[src/rtl/core/ppp_pkg.sv]
// Shared types and constants for the pinhole point projection block.
package ppp_pkg;

	localparam int COORD_FRAC_BITS_DEF = 16;
	localparam int CAM_W = 39;
	localparam int MAG_W = 38;
	localparam int QUO_W = 32;
	localparam int DIV_LAT = QUO_W + 1;
	localparam int FIFO_DEPTH = 8;
	localparam int PTR_W = $clog2(FIFO_DEPTH);
	localparam int CNT_W = $clog2(FIFO_DEPTH + 1);
	localparam int FRONT_STAGES = 5;
	localparam int FLY_W = $clog2(FRONT_STAGES + 1);

	localparam logic signed [CAM_W-1:0] CAM_LIMIT = 39'sh3F_FFFF_FFFF;

	localparam logic [23:0] FOCAL_X_RST = 24'd128000;
	localparam logic [23:0] FOCAL_Y_RST = 24'd128000;
	localparam logic [23:0] CENTER_X_RST = 24'd81920;
	localparam logic [23:0] CENTER_Y_RST = 24'd61440;
	localparam logic [30:0] MIN_DEPTH_RST = 31'd3277;

	typedef enum logic [2:0] {
		REG_FOCAL_X = 3'd0,
		REG_FOCAL_Y = 3'd1,
		REG_CENTER_X = 3'd2,
		REG_CENTER_Y = 3'd3,
		REG_MIN_DEPTH = 3'd4
	} ppp_reg_t;

	typedef struct packed {
		logic [23:0] focal_x;
		logic [23:0] focal_y;
		logic [23:0] center_x;
		logic [23:0] center_y;
		logic [30:0] min_depth;
	} ppp_cfg_t;

	typedef struct packed {
		logic vis;
		logic signed [CAM_W-1:0] cx;
		logic signed [CAM_W-1:0] cy;
		logic signed [CAM_W-1:0] cz;
	} ppp_item_t;

	typedef struct packed {
		logic vld;
		logic vis;
		logic neg_u;
		logic neg_v;
	} ppp_ctl_t;

endpackage

[src/rtl/core/ppp_fifo.sv]
// Short queue between front and back; drains one entry each cycle it holds one.
module ppp_fifo import ppp_pkg::*; (
	input  logic clk,
	input  logic arst_n,
	input  logic push,
	input  ppp_item_t din,
	output logic pop,
	output ppp_item_t dout,
	output logic [CNT_W-1:0] count
);

	ppp_item_t mem_q [FIFO_DEPTH];
	logic [PTR_W-1:0] wr_q, rd_q;
	logic [CNT_W-1:0] cnt_q;

	assign pop = cnt_q != '0;
	assign dout = mem_q[rd_q];
	assign count = cnt_q;

	always_ff @(posedge clk) begin
		if (push)
			mem_q[wr_q] <= din;
	end

	always_ff @(posedge clk or negedge arst_n) begin
		if (!arst_n) begin
			wr_q <= '0;
			rd_q <= '0;
			cnt_q <= '0;
		end else begin
			if (push)
				wr_q <= wr_q + 1'b1;
			if (pop)
				rd_q <= rd_q + 1'b1;
			cnt_q <= cnt_q + CNT_W'(push) - CNT_W'(pop);
		end
	end

endmodule

[config.mk]
export PLATFORM = sky130hd
export DESIGN_NAME = ppp_fifo
export DESIGN_NICKNAME = d
export VERILOG_FILES = /design/src/rtl/core/ppp_pkg.sv /design/src/rtl/core/ppp_fifo.sv
export SDC_FILE = /design/constraint.sdc
export NUM_CORES = 1
export LEC_CHECK = 0
export ABC_AREA = 0
export BUFFER_PORTS_ARGS = -buffer_cell sky130_fd_sc_hd__buf_2
export CORE_MARGIN = 3
export CORE_UTILIZATION = 30
export CTS_BUF_LIST = sky130_fd_sc_hd__clkbuf_8
export DETAILED_ROUTE_END_ITERATION = 10
export SLEW_MARGIN = 10
export SYNTH_ARGS = -nofsm -noshare
export SYNTH_HDL_FRONTEND = slang
export SYNTH_SLANG_ARGS = --single-unit
[constraint.sdc]
create_clock -name clk -period 10.96 [get_ports clk]
set_clock_uncertainty 0.2 [all_clocks]
set_input_delay 1.096 -clock clk [delete_from_list [all_inputs] [get_ports clk]]
set_output_delay 1.096 -clock clk [all_outputs]
set_load 0.02 [all_outputs]
==> run metrics <==
startpoint types=flop; FF+latch area=28610 µm²; core area=120300 µm²; clk buf depth=3; CTS clk-pin slew, worst paths=0.06 ns; PwrDens=264.4 nW/µm²; worst path required time=9.66 ns; largest net degree at the start of global routing=117; R2R cell count=4; H-tree levels=4; gp weighted congestion=0.6805; Pleak=14.15 nW; layout cells sized above 1=38.69%; Worst Hold Path EP=mem_q[0][108]; yosys warns=0; first drt pass iteration count=5; CTS tree=done; Post-Syn Area=36490 µm²; Root Driver=clkbuf_8; GRT overflow=0; antenna violations before repair=14; r2r endpoint=mem_q[1][86]; Post-Route Utilization=35.42%; post-synth cell types=23; port bufs=243; Largest delay share family, worst path=buffers and inverters; Worst-Skew Late Latency=0.84 ns; DRC viols=0; Vias/cell=4.564; Final HPWL DP=42050 µm; CP bufs+invs=3; Mapped Nets=1546; num rows=127; P&R area growth vs syn=16.76%; kind of critical path=reg -> out; setup TNS=0 ns; Total GRT Usage=12.43%; Max-Cap Viols=0; Post-CTS Setup Bufs=0; Slew headroom=12.54%; footprint of the multi-input gates=7375 µm²; vias in the first global route=17.53k; final hold vios=0; worst reg2reg setup slack=7.81 ns; CP Capture Type=primary output; period utilisation layout=53.79%; nets=1919; most frequent CP cell=buf_4; run status=completed; Final ANT Viol Nets=0; final setup vio count=0; cell chain of the critical path=buf_4, buf_4, mux4_1, mux2_2, buf_2; 1st-iter DRT viols=1125; critical path's slowest cell=dfrtp_4; post-cts resize count=0; first-pass GRT wire length=114700 µm; Die X=354.7 µm; total number of vias=16.14k; VDD IR max=178.4 µV; post-route minimum period=5.895 ns; CP arrival=4.60 ns; WL final=78070 µm; Mapped Cells=1417; WL/cell=22.07 µm; Initial Util=30.33%; Synth Area per Inst=25.75 µm²; Min-Delay Path Class=in -> reg; top-level I/O count=244; CP peak stage delay=0.87 ns; synthesis-stage register bit count=954; worst-path maximum fanout=45; unrepaired setup endpoints after global routing=no; Hold Crit Depth=1; Least-Margin Pin Slew=1.312 ns; die area=125800 µm²; Die Ht=354.7 µm; r2r startpoint=wr_q[1]; Fmax achieved=169.6 MHz; sequential-to-total area share from yosys stat=78.38%; worst hold start=din[108]; fill cell count=11.05k; fin. max-slew vios=0; Inserted Clock Buffers=161; clk sinks=954
## worst max-delay path by stage
| stage | start | end | slack [ns] | cells past startpoint |
|---|---|---|---|---|
| finish | rd_q[0] | dout[91] | 5.06 | 5 |
| global route | rd_q[0] | dout[91] | 4.68 | 5 |
| CTS | rd_q[0] | dout[96] | 4.79 | 5 |
| detailed placement | rd_q[0] | dout[96] | 5.84 | 5 |
| global placement | rd_q[0] | dout[32] | 5.89 | 5 |
| floorplan | push | mem_q[0][0] | 0.86 | 2 |
## through the flow
| step | cell area [µm²] | std cells | total power, mW | hold WS (ns) | setup slack [ns] |
|---|---|---|---|---|---|
| floorplan | 36490 | 1417 | 7.443 | 0.3174 | 0.8612 |
| global placement | 39510 | 3238 | 8.392 | 0.3344 | 5.893 |
| detailed placement | 39510 | 3238 | 8.461 | 0.3530 | 5.835 |
| global route | 42600 | 3534 | 11.86 | 0.2023 | 4.684 |
| CTS | 42590 | 3530 | 11.52 | 0.1264 | 4.795 |
| finish | 42600 | 3537 | 11.26 | 0.3095 | 5.065 |
## cells in the mapped netlist
master / instances / area (µm²)
xor2_1: 3 / 26.28
edfxtp_1: 944 / 28350
or3b_2: 1 / 8.760
inv_1: 8 / 30.03
xnor2_1: 3 / 26.28
dfrtp_1: 10 / 250.2
nor3_1: 2 / 10.01
a21oi_1: 1 / 5.000
ha_1: 7 / 87.58
buf_8: 17 / 255.2
buf_12: 2 / 40.04
a21o_1: 1 / 7.510
mux2_2: 120 / 1351
buf_6: 8 / 90.09
fa_1: 1 / 20.02
nand2b_1: 3 / 18.77
buf_2: 4 / 20.02
mux4_2: 128 / 2883
mux4_1: 108 / 2838
buf_1: 4 / 15.01
nand2_1: 4 / 15.01
clkbuf_1: 32 / 120.1
nor2_1: 6 / 22.52
## area by class of cell
cell class | instances | area share [%]
Timing Repair Buffer | 277 | 3.489
Clock inverter | 125 | 1.844
Multi-Input combinational cell | 388 | 17.31
Tap cell | 1612 | 4.734
Inverter | 8 | 0.07048
Antenna cell | 7 | 0.04111
Sequential cell | 954 | 67.15
Clock buffer | 166 | 5.363
## cell families after synthesis
| logic type | after synthesis | synth area share [%] |
|---|---|---|
| flip-flops | 954 | 78.38 |
| AND/OR/NAND/NOR | 16 | 0.2057 |
| XOR/XNOR | 6 | 0.1440 |
| AO/OA/AOI/OAI | 2 | 0.03429 |
| multiplexers | 356 | 19.38 |
| adder cells (fa/ha/maj) | 8 | 0.2949 |
| buffers and inverters | 75 | 1.564 |
## placed cells by master, fill, tap and decap left out, types with 5 or more instances in the layout
master	n
edfxtp_1	944
inv_1	57
clkbuf_8	166
nor2_4	6
dfrtp_1	7
mux2_2	120
mux4_2	128
diode_2	7
clkinv_1	36
bufinv_16	7
clkinv_2	15
buf_4	32
clkinvlp_4	5
ha_1	7
inv_8	6
buf_2	243
mux4_1	108
## power breakdown
part | switching, mW | internal [mW] | leakage, nW | total, mW
clock | 1.41 | 1.59 | 1.74 | 2.99
sequential | 0.227 | 4.58 | 8.69 | 4.81
combinational | 1.95 | 1.51 | 3.72 | 3.46
total | 3.58 | 7.68 | 14.1 | 11.3
## state kept, by name (all words and copies together) (netlist names)
signal,count
count,4
rd_q,3
wr_q,3
mem_q,944
## worst register-to-register path, cell delays in order, from the launching register on
cell and delay, ns:
dfrtp_1 0.40, nand2b_1 0.31, nor2_4 0.53, buf_4 0.56, buf_4 0.70
## routing by layer
layer / up-vias / GRT usage, % / routed length (µm)
li1: 6986 / - / -
met1: 8613 / 15.08 / 31730
met2: 408 / 21.22 / 40180
met3: 125 / 3.545 / 4563
met4: 12 / 4.301 / 1528
met5: - / 0 / 71
## what timing repair did
item | 4_1_cts | 5_1_grt
endpoints found under the setup margin | 0 | 0
hold endpoints to repair | 10 | 0
hold buffers | 1 | 0
No activity file was read; power rests on OpenSTA's default activity.
